File: src/rtl/efsa_pkg.sv
package efsa_pkg;

  // Number of service windows (1 to 16).
  localparam int WINDOWS   = 16;
  localparam int WIN_IDX_W = (WINDOWS > 1) ? $clog2(WINDOWS) : 1;

  // Field widths.
  localparam int TIME_W    = 17;
  localparam int FREE_W    = 24;
  localparam int SUM_W     = 32;
  localparam int CNT_W     = 16;
  localparam int SVC_W     = 10;
  localparam int WIU_W     = 5;
  localparam int HOUR_W    = 5;
  localparam int MIN_W     = 6;
  localparam int SEC_W     = 6;
  localparam int IDX_OUT_W = 4;
  localparam int CFG_IDX_W = 2;

  // Register indexes on the configuration port.
  localparam logic [CFG_IDX_W-1:0] CFG_OPEN_TIME      = 2'd0;
  localparam logic [CFG_IDX_W-1:0] CFG_CLOSE_TIME     = 2'd1;
  localparam logic [CFG_IDX_W-1:0] CFG_WINDOWS_IN_USE = 2'd2;

  // Reset values.
  localparam logic [TIME_W-1:0] RESET_OPEN  = 17'd28800;
  localparam logic [TIME_W-1:0] RESET_CLOSE = 17'd61200;
  localparam logic [WIU_W-1:0]  RESET_WIU   = 5'd16;

  localparam logic [TIME_W-1:0] SEC_PER_HOUR = 17'd3600;
  localparam logic [TIME_W-1:0] SEC_PER_MIN  = 17'd60;

  // Controller to datapath.
  typedef struct packed {
    logic                 take;      // ready toward the request channel
    logic                 rd_en;     // read one window free time
    logic [WIN_IDX_W-1:0] rd_addr;
    logic                 rd_first;  // first window of the scan
    logic                 commit;    // write back and load the result
  } efsa_cmd_t;

  // Datapath to controller.
  typedef struct packed {
    logic                 refused;   // arrival later than close time
    logic [WIN_IDX_W-1:0] last_idx;  // highest window in use
    logic                 out_busy;  // result register full and stalled
  } efsa_sts_t;

endpackage

File: src/rtl/efsa_if.sv
interface efsa_req_if;
  import efsa_pkg::*;
  logic              valid;
  logic              ready;
  logic              first_of_batch;
  logic [HOUR_W-1:0] arrival_hour;
  logic [MIN_W-1:0]  arrival_minute;
  logic [SEC_W-1:0]  arrival_second;
  logic [SVC_W-1:0]  service_minutes;

  modport source (output valid, first_of_batch, arrival_hour, arrival_minute,
                  arrival_second, service_minutes, input ready);
  modport sink (input valid, first_of_batch, arrival_hour, arrival_minute,
                arrival_second, service_minutes, output ready);
endinterface

interface efsa_rsp_if;
  import efsa_pkg::*;
  logic                 valid;
  logic                 ready;
  logic                 served;
  logic [IDX_OUT_W-1:0] window_index;
  logic [FREE_W-1:0]    wait_seconds;
  logic [SUM_W-1:0]     sum_wait;
  logic [CNT_W-1:0]     count_served;

  modport source (output valid, served, window_index, wait_seconds, sum_wait,
                  count_served, input ready);
  modport sink (input valid, served, window_index, wait_seconds, sum_wait,
                count_served, output ready);
endinterface

interface efsa_cfg_if;
  import efsa_pkg::*;
  logic                 valid;
  logic                 ready;
  logic [CFG_IDX_W-1:0] reg_index;
  logic [TIME_W-1:0]    data;

  modport source (output valid, reg_index, data, input ready);
  modport sink (input valid, reg_index, data, output ready);
endinterface

File: src/rtl/efsa_ram.sv
module efsa_ram #(
  parameter int WIDTH = 8,
  parameter int DEPTH = 16
) (
  input  logic                                     clk,
  input  logic                                     we,
  input  logic [((DEPTH > 1) ? $clog2(DEPTH) : 1)-1:0] waddr,
  input  logic [WIDTH-1:0]                         wdata,
  input  logic                                     re,
  input  logic [((DEPTH > 1) ? $clog2(DEPTH) : 1)-1:0] raddr,
  output logic [WIDTH-1:0]                         rdata
);

  logic [WIDTH-1:0] mem [DEPTH];

  always_ff @(posedge clk) begin
    if (we) begin
      mem[waddr] <= wdata;
    end
    if (re) begin
      rdata <= mem[raddr];
    end
  end

endmodule

File: src/rtl/efsa_datapath.sv
module efsa_datapath (
  input  logic               clk,
  input  logic               rst,
  efsa_cfg_if.sink           cfg,
  efsa_req_if.sink           req,
  efsa_rsp_if.source         rsp,
  input  efsa_pkg::efsa_cmd_t cmd,
  output efsa_pkg::efsa_sts_t sts
);
  import efsa_pkg::*;

  // Configuration registers.
  logic [TIME_W-1:0] open_time;
  logic [TIME_W-1:0] close_time;
  logic [WIU_W-1:0]  windows_in_use;

  // Open time latched at the last batch start; unwritten windows read as it.
  logic [TIME_W-1:0]  batch_open;
  logic [WINDOWS-1:0] win_valid;

  logic [TIME_W-1:0] arrival;
  logic [SVC_W-1:0]  service;
  logic [SUM_W-1:0]  wait_sum;
  logic [CNT_W-1:0]  srv_cnt;

  // Scan pipeline: read issued last cycle, compared this cycle.
  logic                 cmp_pend;
  logic                 cmp_first;
  logic [WIN_IDX_W-1:0] cmp_idx;
  logic [FREE_W-1:0]    best;
  logic [WIN_IDX_W-1:0] chosen;

  // Result register.
  logic                 out_valid;
  logic                 rsp_served;
  logic [IDX_OUT_W-1:0] rsp_index;
  logic [FREE_W-1:0]    rsp_wait;
  logic [SUM_W-1:0]     rsp_total_wait;
  logic [CNT_W-1:0]     rsp_total_srv;

  logic                 load;
  logic [TIME_W-1:0]    arr_calc;
  logic [FREE_W-1:0]    ram_q;
  logic [FREE_W-1:0]    cand;
  logic [FREE_W-1:0]    arr_ext;
  logic [FREE_W-1:0]    wait_now;
  logic [FREE_W-1:0]    start_time;
  logic [CNT_W-1:0]     svc_secs;
  logic [FREE_W:0]      free_sum;
  logic [FREE_W-1:0]    free_next;
  logic [SUM_W:0]       wsum_add;
  logic [SUM_W-1:0]     wsum_next;
  logic [CNT_W-1:0]     cnt_next;
  logic [6:0]           wiu_ext;
  logic [WIN_IDX_W-1:0] last_idx;

  assign load      = req.valid && cmd.take;
  assign req.ready = cmd.take;
  assign cfg.ready = 1'b1;

  assign arr_calc = TIME_W'(req.arrival_hour) * SEC_PER_HOUR
                  + TIME_W'(req.arrival_minute) * SEC_PER_MIN
                  + TIME_W'(req.arrival_second);

  assign cand = win_valid[cmp_idx] ? ram_q : FREE_W'(batch_open);

  // Clamp windows in use to 1..WINDOWS.
  assign wiu_ext = 7'(windows_in_use);
  always_comb begin
    priority if (wiu_ext == 7'd0) begin
      last_idx = '0;
    end else if (wiu_ext > 7'(WINDOWS)) begin
      last_idx = WIN_IDX_W'(WINDOWS - 1);
    end else begin
      last_idx = WIN_IDX_W'(wiu_ext - 7'd1);
    end
  end

  assign sts.last_idx = last_idx;
  assign sts.refused  = arrival > close_time;
  assign sts.out_busy = out_valid && !rsp.ready;

  // Wait, new free time and totals for the chosen window.
  assign arr_ext    = FREE_W'(arrival);
  assign wait_now   = (best > arr_ext) ? best - arr_ext : '0;
  assign start_time = (best > arr_ext) ? best : arr_ext;
  assign svc_secs   = CNT_W'(service) * CNT_W'(SEC_PER_MIN);
  assign free_sum   = (FREE_W + 1)'(start_time) + (FREE_W + 1)'(svc_secs);
  assign free_next  = free_sum[FREE_W] ? '1 : free_sum[FREE_W-1:0];
  assign wsum_add   = (SUM_W + 1)'(wait_sum) + (SUM_W + 1)'(wait_now);
  assign wsum_next  = wsum_add[SUM_W] ? '1 : wsum_add[SUM_W-1:0];
  assign cnt_next   = (srv_cnt == '1) ? srv_cnt : srv_cnt + CNT_W'(1);

  efsa_ram #(
    .WIDTH (FREE_W),
    .DEPTH (WINDOWS)
  ) u_free_ram (
    .clk   (clk),
    .we    (cmd.commit && !sts.refused),
    .waddr (chosen),
    .wdata (free_next),
    .re    (cmd.rd_en),
    .raddr (cmd.rd_addr),
    .rdata (ram_q)
  );

  always_ff @(posedge clk) begin
    if (rst) begin
      open_time      <= RESET_OPEN;
      close_time     <= RESET_CLOSE;
      windows_in_use <= RESET_WIU;
      batch_open     <= RESET_OPEN;
      win_valid      <= '0;
      wait_sum       <= '0;
      srv_cnt        <= '0;
      cmp_pend       <= 1'b0;
      out_valid      <= 1'b0;
    end else begin
      if (cfg.valid) begin
        unique case (cfg.reg_index)
          CFG_OPEN_TIME:      open_time      <= cfg.data;
          CFG_CLOSE_TIME:     close_time     <= cfg.data;
          CFG_WINDOWS_IN_USE: windows_in_use <= WIU_W'(cfg.data);
          default: ;
        endcase
      end

      cmp_pend  <= cmd.rd_en;
      cmp_idx   <= cmd.rd_addr;
      cmp_first <= cmd.rd_first;

      if (load) begin
        arrival <= arr_calc;
        service <= req.service_minutes;
        if (req.first_of_batch) begin
          batch_open <= open_time;
          win_valid  <= '0;
          wait_sum   <= '0;
          srv_cnt    <= '0;
        end
      end

      if (cmp_pend && (cmp_first || cand < best)) begin
        best   <= cand;
        chosen <= cmp_idx;
      end

      if (cmd.commit) begin
        out_valid <= 1'b1;
        if (sts.refused) begin
          rsp_served     <= 1'b0;
          rsp_index      <= '0;
          rsp_wait       <= '0;
          rsp_total_wait <= wait_sum;
          rsp_total_srv  <= srv_cnt;
        end else begin
          win_valid[chosen] <= 1'b1;
          wait_sum          <= wsum_next;
          srv_cnt           <= cnt_next;
          rsp_served        <= 1'b1;
          rsp_index         <= IDX_OUT_W'(chosen);
          rsp_wait          <= wait_now;
          rsp_total_wait    <= wsum_next;
          rsp_total_srv     <= cnt_next;
        end
      end else if (rsp.ready) begin
        out_valid <= 1'b0;
      end
    end
  end

  assign rsp.valid        = out_valid;
  assign rsp.served       = rsp_served;
  assign rsp.window_index = rsp_index;
  assign rsp.wait_seconds = rsp_wait;
  assign rsp.sum_wait     = rsp_total_wait;
  assign rsp.count_served = rsp_total_srv;

endmodule

File: src/rtl/efsa_ctrl.sv
module efsa_ctrl (
  input  logic                clk,
  input  logic                rst,
  input  logic                req_valid,
  input  efsa_pkg::efsa_sts_t sts,
  output efsa_pkg::efsa_cmd_t cmd
);
  import efsa_pkg::*;

  typedef enum logic [2:0] {
    S_IDLE,
    S_EVAL,
    S_SCAN,
    S_DRAIN,
    S_FINISH
  } state_t;

  state_t               state;
  logic [WIN_IDX_W-1:0] cnt;

  always_comb begin
    cmd          = '0;
    cmd.take     = (state == S_IDLE);
    unique case (state)
      S_EVAL: begin
        cmd.rd_en    = !sts.refused;
        cmd.rd_first = !sts.refused;
      end
      S_SCAN: begin
        cmd.rd_en   = 1'b1;
        cmd.rd_addr = cnt;
      end
      S_FINISH: begin
        cmd.commit = !sts.out_busy;
      end
      default: ;
    endcase
  end

  always_ff @(posedge clk) begin
    if (rst) begin
      state <= S_IDLE;
      cnt   <= '0;
    end else begin
      unique case (state)
        S_IDLE: begin
          if (req_valid) state <= S_EVAL;
        end
        S_EVAL: begin
          if (sts.refused) begin
            state <= S_FINISH;
          end else if (sts.last_idx == '0) begin
            state <= S_DRAIN;
          end else begin
            cnt   <= WIN_IDX_W'(1);
            state <= S_SCAN;
          end
        end
        S_SCAN: begin
          if (cnt == sts.last_idx) begin
            state <= S_DRAIN;
          end else begin
            cnt <= cnt + WIN_IDX_W'(1);
          end
        end
        S_DRAIN: begin
          state <= S_FINISH;
        end
        S_FINISH: begin
          if (!sts.out_busy) state <= S_IDLE;
        end
        default: begin
          state <= S_IDLE;
        end
      endcase
    end
  end

`ifndef SYNTHESIS
  a_rd_in_range: assert property (@(posedge clk) disable iff (rst)
    cmd.rd_en |-> cmd.rd_addr <= sts.last_idx)
    else $error("window read beyond windows in use");

  a_accept_eval: assert property (@(posedge clk) disable iff (rst)
    (req_valid && cmd.take) |=> state == S_EVAL)
    else $error("accepted request did not start evaluation");

  a_commit_free: assert property (@(posedge clk) disable iff (rst)
    cmd.commit |-> !sts.out_busy)
    else $error("result committed over a stalled result");

  a_scan_first: assert property (@(posedge clk) disable iff (rst)
    cmd.rd_first |-> (state == S_EVAL && cmd.rd_addr == '0))
    else $error("scan started away from window zero");
`endif

endmodule

File: src/rtl/earliest_free_server_assign.sv
// Earliest-free window assignment. Each request carries an arrival time
// (hour, minute, second) and a service length in minutes; the block answers
// with one result per request: whether it was served, the window that took it,
// the wait in seconds and the running totals of waits and served customers.
// Requests later than close_time are refused and leave the free times and
// totals unchanged, though first_of_batch still applies to them. first_of_batch
// resets every window to the open_time current at that moment and clears both
// totals before the request is handled. Times and totals saturate. A served
// request passes to the output register through the evaluate state (checks
// the close time, reads window zero), the scan state (sweeps the rest of the
// windows in use at one free-time RAM read per cycle), the drain state
// (compares the last read) and the finish state (commits). A refused request
// goes from evaluate straight to finish. Requests are taken only when idle,
// after the previous commit; a new request is taken while the previous result
// waits in the output register, and its commit then holds until that result
// is taken. Configuration writes are taken in any cycle and must only come
// while the block is idle; an open_time write applies from the next batch
// start.
module earliest_free_server_assign (
  input  logic       clk,
  input  logic       rst,
  efsa_cfg_if.sink   cfg,
  efsa_req_if.sink   req,
  efsa_rsp_if.source rsp
);
  import efsa_pkg::*;

  efsa_cmd_t cmd;
  efsa_sts_t sts;

  // Sequence the scan: evaluate, sweep the windows, drain the read, commit.
  efsa_ctrl u_ctrl (
    .clk       (clk),
    .rst       (rst),
    .req_valid (req.valid),
    .sts       (sts),
    .cmd       (cmd)
  );

  // Hold configuration, free times, totals and the result register.
  efsa_datapath u_dp (
    .clk (clk),
    .rst (rst),
    .cfg (cfg),
    .req (req),
    .rsp (rsp),
    .cmd (cmd),
    .sts (sts)
  );

endmodule
File: src/flat_wrapper.sv
// flat-port wrapper written by rule: the top's interface ports become plain ports
module earliest_free_server_assign_flat import efsa_pkg::*;
  (clk, rst, cfg_valid, cfg_reg_index, cfg_data, cfg_ready, req_valid, req_first_of_batch, req_arrival_hour, req_arrival_minute, req_arrival_second, req_service_minutes, req_ready, rsp_valid, rsp_served, rsp_window_index, rsp_wait_seconds, rsp_sum_wait, rsp_count_served, rsp_ready);
  efsa_cfg_if cfg_i ();
  efsa_req_if req_i ();
  efsa_rsp_if rsp_i ();
  input  logic clk;
  input  logic rst;
  input wire logic [$bits(cfg_i.valid)-1:0] cfg_valid;
  input wire logic [$bits(cfg_i.reg_index)-1:0] cfg_reg_index;
  input wire logic [$bits(cfg_i.data)-1:0] cfg_data;
  output wire logic [$bits(cfg_i.ready)-1:0] cfg_ready;
  input wire logic [$bits(req_i.valid)-1:0] req_valid;
  input wire logic [$bits(req_i.first_of_batch)-1:0] req_first_of_batch;
  input wire logic [$bits(req_i.arrival_hour)-1:0] req_arrival_hour;
  input wire logic [$bits(req_i.arrival_minute)-1:0] req_arrival_minute;
  input wire logic [$bits(req_i.arrival_second)-1:0] req_arrival_second;
  input wire logic [$bits(req_i.service_minutes)-1:0] req_service_minutes;
  output wire logic [$bits(req_i.ready)-1:0] req_ready;
  output wire logic [$bits(rsp_i.valid)-1:0] rsp_valid;
  output wire logic [$bits(rsp_i.served)-1:0] rsp_served;
  output wire logic [$bits(rsp_i.window_index)-1:0] rsp_window_index;
  output wire logic [$bits(rsp_i.wait_seconds)-1:0] rsp_wait_seconds;
  output wire logic [$bits(rsp_i.sum_wait)-1:0] rsp_sum_wait;
  output wire logic [$bits(rsp_i.count_served)-1:0] rsp_count_served;
  input wire logic [$bits(rsp_i.ready)-1:0] rsp_ready;
  assign cfg_i.valid = cfg_valid;
  assign cfg_i.reg_index = cfg_reg_index;
  assign cfg_i.data = cfg_data;
  assign cfg_ready = cfg_i.ready;
  assign req_i.valid = req_valid;
  assign req_i.first_of_batch = req_first_of_batch;
  assign req_i.arrival_hour = req_arrival_hour;
  assign req_i.arrival_minute = req_arrival_minute;
  assign req_i.arrival_second = req_arrival_second;
  assign req_i.service_minutes = req_service_minutes;
  assign req_ready = req_i.ready;
  assign rsp_valid = rsp_i.valid;
  assign rsp_served = rsp_i.served;
  assign rsp_window_index = rsp_i.window_index;
  assign rsp_wait_seconds = rsp_i.wait_seconds;
  assign rsp_sum_wait = rsp_i.sum_wait;
  assign rsp_count_served = rsp_i.count_served;
  assign rsp_i.ready = rsp_ready;
  earliest_free_server_assign u_core (.clk(clk), .rst(rst), .cfg(cfg_i), .req(req_i), .rsp(rsp_i));
endmodule
File: config.mk
export PLATFORM = sky130hd
export DESIGN_NAME = earliest_free_server_assign_flat
export DESIGN_NICKNAME = d
export VERILOG_FILES = /design/src/rtl/efsa_pkg.sv /design/src/rtl/efsa_if.sv /design/src/rtl/efsa_ram.sv /design/src/rtl/efsa_datapath.sv /design/src/rtl/efsa_ctrl.sv /design/src/rtl/earliest_free_server_assign.sv /design/src/flat_wrapper.sv
export SDC_FILE = /design/constraint.sdc
export NUM_CORES = 1
export LEC_CHECK = 0
export BUFFER_PORTS_ARGS = -buffer_cell sky130_fd_sc_hd__clkbuf_2
export CORE_ASPECT_RATIO = 1.5
export CORE_UTILIZATION = 50
export DETAILED_ROUTE_END_ITERATION = 7
export HOLD_SLACK_MARGIN = 0.12
export PLACE_DENSITY_LB_ADDON = 0.08
export SYNTH_ARGS = -nofsm -noshare
export SYNTH_HDL_FRONTEND = slang
export SYNTH_SLANG_ARGS = --single-unit
File: constraint.sdc
create_clock -name clk -period 8.75 [get_ports clk]
set_input_delay 0.875 -clock clk [delete_from_list [all_inputs] [get_ports clk]]
set_output_delay 0.875 -clock clk [all_outputs]
set_load 0.005 [all_outputs]
### After elaboration in Yosys (flattened, before gate mapping)

Memories as Yosys holds them, arrays and structs flattened. A register that Yosys moved wholly into a read port is not among the register bits.
Cells that the tools add are included.

| storage, ports and cells | value |
|---|---|
| word-level logic and storage cells | 126 |
| memories | 1 |
| input bits | 52 |
| register bits | 266 |
| bits in writable memories | 384 |

| cells by class | value |
|---|---|
| $mul | 3 |
| $add $sub $neg | 8 |
| $lt $le $gt $ge | 7 |
| muxes and demuxes | 45 |
| reduce and logical (&&, ||, !) cells | 24 |
| equal/unequal tests | 14 |
| bitwise gates (word level) | 2 |

Memories:

| memory | depth | width | rd ports | clocked after memory_dff | wr ports | line | text |
|---|---|---|---|---|---|---|---|
| u_core.u_dp.u_free_ram.mem | 16 | 24 | 1 | 1 | 1 | efsa_ram.sv:14 | `logic [WIDTH-1:0] mem [DEPTH];` |

Operators by type and width:

| cell | number |
|---|---|
| 2-to-1 mux 32 bit | 6 |
| 2-to-1 mux 16 bit | 11 |
| 2-to-1 mux 24 bit | 4 |
| adder 32 x 24 -> 33 bit | 1 |
| adder 24 x 16 -> 25 bit | 1 |
| greater-than comparator 24 x 17 -> 1 bit | 1 |
| < comparator 24 bit | 1 |
| 2-to-1 mux 4 bit | 6 |
| subtractor 24 x 17 -> 24 bit | 1 |
| adder 17 x 12 -> 17 bit | 1 |
| adder 17 x 6 -> 17 bit | 1 |
| greater-than comparator 17 bit | 1 |
| adder 16 x 1 -> 16 bit (second input constant) | 1 |
| equality test 16 bit (second input constant) | 1 |
| bitwise OR 16 bit | 1 |
| one-hot mux 3 bit (5 select lines) | 1 |
| multiplier 10 x 4 -> 14 bit (second input constant) | 1 |
| AND reduction 2 bit | 7 |
| multiplier 5 x 8 -> 13 bit (second input constant) | 1 |
| 2-to-1 mux 3 bit | 4 |
| inequality test 2 bit (second input constant) | 6 |
| < comparator 4 x 5 -> 1 bit (second input constant) | 2 |
| multiplier 6 x 4 -> 10 bit (second input constant) | 1 |
| 2-to-1 mux 1 bit | 9 |
| 25 further kinds | 33 |

### Longest topological paths before layout

Gate-level depths: netlist of run 1.

| logic depth | value |
|---|---|
| word-level depth | 7 |
| gate-level depth with buffers | 24 |

### Modules after synthesis

A second synthesis of run 1 with hierarchy kept.

| second synthesis, totals | value |
|---|---|
| cell total of the unflattened synthesis | 2561 |
| area, all modules | 32829.0 µm² |

By module, submodules not included:

| module | sequential area each (µm²) | area each (µm²) | times used | cells each |
|---|---|---|---|---|
| efsa_datapath | 6556.3 | 17160.2 | 1 | 1866 |
| efsa_ram | 12251.8 | 15170.8 | 1 | 636 |
| efsa_ctrl | 140.1 | 498.0 | 1 | 59 |

### Worst setup path after synthesis of run 1

OpenSTA, ideal clock, no wires.

| timing path | value |
|---|---|
| path kind | register to register |
| from | register u_core.u_dp.service[3] |
| to | memory u_core.u_dp.u_free_ram.mem[0][19] (netlist bit), data pin |
| cell stages (with the launch flop) | 23 |
| data arrival time | 5.015 ns |
| buffers on the path | 1 |
| required time | 8.446 ns |
| setup slack | 3.431 ns |
| clock period less this slack | 5.319 ns |
| cell sequence | edfxtp_1 -> inv_1 -> fa_1 -> fa_1 -> inv_1 -> ha_1 -> nor2b_1 -> o21ai_0 -> a21boi_0 -> o21ai_0 -> a21oi_1 -> o21ai_0 -> mux2i_1 -> nand2_1 -> ha_1 -> and3_1 -> nor2_1 -> nand2_1 -> o21ai_0 -> or3_1 -> clkbuf_1 -> and3_1 -> a41oi_1 |

| between the ends | value |
|---|---|
| cells in the longest elaborated chain, start to end | 3 |

RTL lines:

| item | line | text |
|---|---|---|
| from (decl) | efsa_datapath.sv:22 | `logic [SVC_W-1:0] service;` |
| from (signal assigned) | efsa_datapath.sv:134 | `service <= req.service_minutes;` |
| multiplier 10 x 4 -> 14 bit | efsa_datapath.sv:87 | `assign svc_secs = CNT_W'(service) * CNT_W'(SEC_PER_MIN);` |
| adder 24 x 16 -> 25 bit | efsa_datapath.sv:88 | `assign free_sum = (FREE_W + 1)'(start_time) + (FREE_W + 1)'(svc_secs);` |
| 2-to-1 mux 24 bit | efsa_datapath.sv:89 | `assign free_next = free_sum[FREE_W] ? '1 : free_sum[FREE_W-1:0];` |
| net u_core.u_dp.free_next[19] | efsa_datapath.sv:50 | `logic [FREE_W-1:0] free_next;` |
| to (decl) | efsa_ram.sv:14 |  |

The timed path passes the listed nets, and every way through them passes these cells.

### Worst setup path after layout of run 1

| timing path | value |
|---|---|
| from | register u_core.u_dp.arrival[0] |
| to | memory u_core.u_dp.u_free_ram.mem[15][19] (netlist bit), data pin |

| between the ends | value |
|---|---|
| cells in the longest elaborated chain, start to end | 4 |

RTL lines:

| item | line | text |
|---|---|---|
| from (decl) | efsa_datapath.sv:21 | `logic [TIME_W-1:0] arrival;` |
| from (signal assigned) | efsa_datapath.sv:133 | `arrival <= arr_calc;` |
| greater-than comparator 24 x 17 -> 1 bit | efsa_datapath.sv:86 | `assign start_time = (best > arr_ext) ? best : arr_ext;` |
| 2-to-1 mux 24 bit * | efsa_datapath.sv:86 |  |
| adder 24 x 16 -> 25 bit * | efsa_datapath.sv:88 |  |
| 2-to-1 mux 24 bit * | efsa_datapath.sv:89 |  |
| net u_core.u_dp.free_next[19] | efsa_datapath.sv:50 |  |

The timed path passes the listed nets; every way through them passes the cells marked *.

==> run metrics, run 1 <==
Clock Skews=0.01685 ns; number of post-CTS setup repair buffers=0; Hold/Removal Path Class=input port to register; Ys Warns=0; post_cts resized=0; final setup violation count=0; Mean Syn Cell Area=11.68 um^2; initial antenna violation count=0; Switching Power=approximately 3.3 mW; GP Congestion=around 0.93; fmax=roughly 150 MHz; DRT iter0 DRCs=1427; layout cells sized above 1=15.20%; power share of the clock group=between 20% and 30%; hpwl dp=roughly 60 mm; drt first pass iters=5; core area=66910 um^2; Inserted Clock Buffers=68; Final min period=6.525 ns; measured slew at the worst slew-check pin=between 1 and 1.5 ns; Remaining Overflow, GRT=0; Worst Path Arrival=6.78 ns; CTS H-tree lvls=3; syn_nets=about 3.2k; hold_buf cts=0; Cell Chain, Critical Path=ha_1 -> fa_1 -> nor2b_1 -> o21ai_1 -> a21oi_1 -> o21ai_0 -> a31oi_4 -> buf_4 -> o21ai_0 -> ha_1 -> or3_1 -> a2111oi_0 -> a211oi_1 -> o21a_1 -> a221o_1 -> a21o_1 -> and3_1 -> a41oi_1; sequential cell area fraction in the yosys report=roughly 56%; sequential share of power=a little over two fifths; DRC Markers=0; synth top area cells=edfxtp_1 (48%), dfxtp_1 (7.6%), ha_1 (6.1%), mux2_2 (4.0%), a21oi_1 (3.6%); Leak Pwr=14.02 nW; most frequent cells after synthesis=edfxtp_1 (545), a21oi_1 (243), nand2_1 (231), nor2_1 (170), ha_1 (165); Register-to-Register Path Depth=18; Yosys cell types=91; Comb power frac=28.6%; Critical Path Max Stage Delay=approximately 0.87 ns; count leader, synth=edfxtp_1; Clock Latency Late Sink=between 0.6 and 0.7 ns; area leader, netlist=edfxtp_1; async set or reset register ratio after synthesis=0%; Max FO, Critical Path=33; final hold violation count=0; PwrDens=approximately 270 nW/um^2; Max Cap Viol=0; pre-CTS WS=2.159 ns; Total Routed Length=about 93 mm; number of global-route vias before repair=~24k; Die Y=between 300 and 400 um; Setup WS post-layout=2.225 ns; Worst slew margin=10.02%; DR vias=around 23k; peak supply drop=0.1813 mV; Final #Nets=3241; via/cell ratio=5.970; first-pass GRT wire length=141.9 mm; n_diodes=0; initial core utilization=50.60%; final period utilization=approximately 75%; internal power=6.766 mW; Die ar.=68780 um^2; largest net degree at the start of global routing=81; Most used DFF post-synth=edfxtp_1; EDFF count, synth=545; gr usage total=a little over a quarter; Antenna Violating Nets Remaining=0; fin. max-slew vios=0; critical path class=register to register; Max Root-Sink Buffers=3; hold slack=roughly 0.43 ns; WP data required=9.01 ns; die width=214.5 um; top-area cell type share of the netlist area=48.34%; synthesis-to-finish area growth=11.27%; I/O Buffers=130; filler cell count=5641; routed length per instance=about 24 um; Post-Syn Instances=2898; Synth Register Bits=674; Net Sw Frac=between 30 and 40%; CP startpoint kind=register; Setup TNS Final=0 ns; IO Count=132; Worst Hold Path Cells=1; # clock sinks=674; clock-pin slew on the worst setup and hold paths=about 0.060 ns; Root Driver=clkbuf_16; FF-to-FF setup slack=approximately 2.2 ns; run status=finished clean; CP Capture Type=register; CTS tree=done; CP max stage cell=a41oi_1; synthesized area=33860 um^2; RSZ-0062 raised after global routing=false; num rows=116
-- worst max-delay path, delay by kind of cell, from the launching register on --
family | cells | cell delay [ns]
AO/OA/AOI/OAI | 11 | 3.75
flip-flops | 1 | 0.40
buffers and inverters | 1 | 0.42
adder cells (fa/ha/maj) | 3 | 0.90
AND/OR/NAND/NOR | 3 | 0.69
-- cell usage in the layout, fill, tap and decap left out, types with 10 or more instances in the layout --
cell       count
a211oi_1      14
a21o_1        42
a21oi_1      243
a221oi_1      27
a22oi_1       10
a31oi_1       94
and2_1        36
and3_1        25
buf_4         49
clkbuf_1      16
clkbuf_16     69
clkbuf_2     129
clkinv_2      10
dfxtp_1      126
edfxtp_1     545
fa_1          35
ha_1         165
inv_1        145
mux2_2       121
mux2i_1       65
nand2_1      230
nand2b_1      10
nand3_1       78
nand4_1       24
nor2_1       159
nor2_2        10
nor2b_1       43
nor3_1        28
nor4_1        10
o211ai_1      16
o21a_1        24
o21ai_0      123
o21bai_1      12
o221ai_1      24
o31ai_1       26
or3_1         14
xnor2_1       54
xor2_1        34
-- area by class of cell --
| cell class | count | area, um^2 | share of cell area [%] |
|---|---|---|---|
| clock buffer | 91 | 1869 | 4.962 |
| clock inverter | 29 | 300.3 | 0.7971 |
| inverter | 146 | 548.0 | 1.455 |
| multi-input combinational | 1921 | 13870 | 36.83 |
| sequential | 674 | 18960 | 50.33 |
| tap | 885 | 1107 | 2.939 |
| timing repair buffer | 178 | 1013 | 2.690 |
-- sequential cells by signal, summed over array words and instances, names as in the netlist, 5 cells and up --
name and flops:
u_core.u_dp.best 24, u_core.u_dp.close_time 17, u_core.u_dp.windows_in_use 5, u_core.u_dp.srv_cnt 16, u_core.u_dp.rsp.wait_seconds 24, u_core.u_dp.u_free_ram.mem 384
u_core.u_dp.wait_sum 32, u_core.u_dp.win_valid 16, u_core.u_dp.open_time 17, u_core.u_dp.rsp.sum_wait 32, u_core.u_dp.service 10, u_core.u_dp.arrival 17
u_core.u_dp.rsp.count_served 16, u_core.u_dp.batch_open 17, u_core.u_dp.u_free_ram.rdata 24
-- power by group through the flow --
stage | clock [mW] | combinational, mW | sequential, mW
after global placement | 0 | 2.78 | 4.34
after detailed placement | 0 | 2.84 | 4.34
after global routing | 3.06 | 3.16 | 4.29
after CTS | 2.95 | 2.86 | 4.27
final | 2.89 | 2.87 | 4.28
after floorplan | 0 | 1.92 | 4.29
-- metal layers --
layer	global-route usage, %	up-vias	share of wire (%)	wire, um
li1	-	10952	-	-
met1	32.02	11640	39	36640
met2	50.47	659	53	49100
met3	3.092	174	4.3	4024
met4	10.75	0	3.3	3053
met5	0	-	0	0
-- worst paths after layout --
| path | startpoint | to |
|---|---|---|
| worst max register to register | u_core.u_dp.arrival[0] | u_core.u_dp.u_free_ram.mem[15][19] |
| worst min register to register | u_core.u_dp.batch_open[8] | u_core.u_dp.batch_open[8] |
| worst min-delay path | req_service_minutes[9] | u_core.u_dp.service[9] |
| worst max-delay path | u_core.u_dp.arrival[0] | u_core.u_dp.u_free_ram.mem[15][19] |
-- kinds of logic after synthesis --
| family | Yosys count | synth area share (%) |
|---|---|---|
| buffers and inverters | 303 | 3.481 |
| AND/OR/NAND/NOR | 722 | 10.41 |
| other | 1 | 0.01108 |
| flip-flops | 674 | 55.96 |
| AO/OA/AOI/OAI | 720 | 13.47 |
| adder cells (fa/ha/maj) | 200 | 8.167 |
| XOR/XNOR | 88 | 2.276 |
| multiplexers | 190 | 6.212 |
-- per-stage QoR --
stage | power, mW | instance area, um^2 | cells | utilization, %
after floorplan | 6.209 | 33860 | 2898 | -
after global placement | 7.121 | 35500 | 3804 | 53.06
after detailed placement | 7.183 | 35500 | 3804 | 53.06
after CTS | 10.08 | 37670 | 3924 | 56.30
after global routing | 10.50 | 37670 | 3924 | 56.30
final | 10.04 | 37670 | 3924 | 56.30
(Power assumes the default switching activity.)
==> run 2: changes to the inputs <==
==> constraint.sdc (replaced) <==
create_clock -name clk -period 6.7 [get_ports clk]
set_input_delay 0.67 -clock clk [delete_from_list [all_inputs] [get_ports clk]]
set_output_delay 0.67 -clock clk [all_outputs]
set_load 0.005 [all_outputs]
==> run 2 against run 1 <==
Net effect:
- first-iteration DRC count increased by 27%
- combinational power grew 28%
- fmax grew 5.0%
- clock power rose by 34%
- highest routed layer unchanged
- global-route usage about the same
- final cell count up 0.15%
- die area is the same
- critical endpoint is now u_core.u_dp.u_free_ram.mem[15][17]
==> run metrics, run 2 (synthesis gave the netlist of run 1 again) <==
run status=finished clean; Final #Nets=3246 (+0.15%); initial core utilization=50.60% (unchanged); Antenna Violating Nets Remaining=0 (unchanged); initial antenna violation count=0 (unchanged); CTS H-tree lvls=3 (unchanged); Clock Latency Late Sink=0.62 ns (about the same); IO Count=132 (unchanged); critical path class=register to register; fmax=160.9 MHz (+5.0%); gr usage total=27.21% (-0.050 points); flip-flop and latch area=18960 um^2 (unchanged); Worst setup endpoint=u_core.u_dp.u_free_ram.mem[15][17]; DR vias=23.71k (+1.2%); CP startpoint kind=register; first-pass GRT wire length=142.0 mm (+0.10%); routed length per instance=23.71 um (+0.23%); Remaining Overflow, GRT=0 (unchanged); layout cells sized above 1=15.50% (+0.30 points); measured slew at the worst slew-check pin=1.362 ns (+0.01767 ns); GP Congestion=0.9407 (+0.73%); Leak Pwr=14.08 nW (+0.44%); Final min period=6.215 ns (-0.3092 ns); Total Routed Length=93.18 mm (+0.39%); number of global-route vias before repair=23.76k (-0.42%); FF-to-FF setup slack=0.48 ns (-1.74 ns); Setup TNS Final=0 ns (unchanged); Register-to-Register Path Depth=17 (-1); reg-to-reg startpoint=u_core.u_dp.best[8]; RSZ-0062 raised after global routing=false; Hold Crit Start=req_service_minutes[8]; die width=214.5 um (unchanged); reg2reg end=u_core.u_dp.u_free_ram.mem[15][17]; hpwl dp=60.53 mm (-1.2%); Max FO, Critical Path=21 (-36%); drt first pass iters=5 (unchanged); filler cell count=5662 (+0.37%); Hold/Removal Path Class=input port to register; final setup violation count=0 (unchanged); Max Cap Viol=0 (unchanged); n_diodes=0 (unchanged); Inserted Clock Buffers=66 (-2.9%); hold_buf cts=0 (unchanged); synthesis-to-finish area growth=11.65%; Clock Skews=0.01755 ns (+0.0006916 ns); # clock sinks=674 (unchanged); fin. max-slew vios=0 (unchanged); total power=13.14 mW (+31%); most common cell after layout, fill and taps aside=edfxtp_1; area of the multi-input gates=13880 um^2 (about the same); Die Y=320.7 um (unchanged); CP Capture Type=register; Largest register FFs=384 (unchanged); peak supply drop=0.2385 mV (+32%); WP data required=6.94 ns (-2.07 ns); num rows=116 (unchanged); Worst slew margin=8.833% (-1.2 points); crit path launch=u_core.u_dp.best[8]; final period utilization=92.77% (+18 points); CTS tree=done; Worst Path Arrival=6.46 ns (-0.32 ns); PwrDens=347.5 nW/um^2 (+30%); core area=66910 um^2 (unchanged); Top reg by flops=u_core.u_dp.u_free_ram.mem; Root Driver=clkbuf_16; largest net degree at the start of global routing=75 (-7.4%); clock-pin slew on the worst setup and hold paths=0.07 ns (about the same); most frequent cells in the layout=edfxtp_1 (545), a21oi_1 (242), nand2_1 (229); I/O Buffers=130 (unchanged); via/cell ratio=6.033 (+1.1%); DRT iter0 DRCs=1819 (+27%); DRC Markers=0 (unchanged); Max Root-Sink Buffers=3 (unchanged); final hold violation count=0 (unchanged); Die ar.=68780 um^2 (unchanged)
==> run 2: cell type report <==
class / instances / share of cell area, %
clock inverters: 35 / 1.135
flip-flops and latches: 674 / 50.15
multi-input cells: 1921 / 36.71
well taps: 885 / 2.929
inverters: 146 / 1.450
repair buffers: 185 / 2.853
clock buffers: 84 / 4.769
==> run 2: what timing repair did <==
action,in CTS,in global routing
resized for setup,0,2
buffers inserted,0,0
setup endpoints to repair,0,32
==> run 2: worst min-delay path by stage <==
stage / end / cells after the start
3_5_place_dp: u_core.u_dp.batch_open[4] / 2
6_report: u_core.u_dp.service[8] / 1
3_3_place_gp: u_core.u_dp.batch_open[8] / 2
4_1_cts: u_core.u_dp.service[8] / 1
5_1_grt: u_core.u_dp.service[8] / 1
2_1_floorplan: u_core.u_dp.batch_open[0] / 2
==> run 2: power by group <==
| part | internal (mW) | leakage [nW] | switching (mW) | total (mW) |
|---|---|---|---|---|
| logic | 1.20 | 6.99 | 2.47 | 3.67 |
| registers | 5.47 | 6.00 | 0.114 | 5.59 |
| clock network | 2.24 | 1.09 | 1.64 | 3.88 |
| total | 8.91 | 14.1 | 4.22 | 13.1 |
==> run 2: routing by layer <==
| metal | vias up | wire [um] | track usage (%) |
|---|---|---|---|
| li1 | 10956 | - | - |
| met1 | 11858 | 37160 | 32.27 |
| met2 | 716 | 48730 | 50.14 |
| met3 | 181 | 4095 | 3.073 |
| met4 | 0 | 3195 | 10.48 |
| met5 | - | 0 | 0 |
==> run 2: worst max-delay path, stage by stage, from the launching register on <==
cell and delay [ns]:
edfxtp_1 0.43, ha_1 0.41, and3_1 0.23, nand2_1 0.14, nor4_1 0.47, o21ai_0 0.26
a31oi_4 0.50, nor2_1 0.10, a21o_1 0.19, ha_1 0.29, a211o_1 0.31, a2111oi_0 0.39
a211oi_1 0.12, o21a_1 0.23, a221o_1 0.34, a21o_1 0.26, and3_1 0.20, a21oi_1 0.96
==> run 2: metrics by stage <==
step | std cells | worst slack, ns | area (um^2) | hold slack [ns] | util [%]
floorplan | 2898 | 1.381 | 33860 | 0.4321 | -
global placement | 3811 | 0.3184 | 35560 | 0.4392 | 53.15
detailed placement | 3811 | 0.3017 | 35560 | 0.4461 | 53.15
CTS | 3930 | 0.2771 | 37790 | 0.1849 | 56.48
global route | 3930 | 0.06007 | 37800 | 0.1922 | 56.50
finish | 3930 | 0.4846 | 37800 | 0.2224 | 56.50
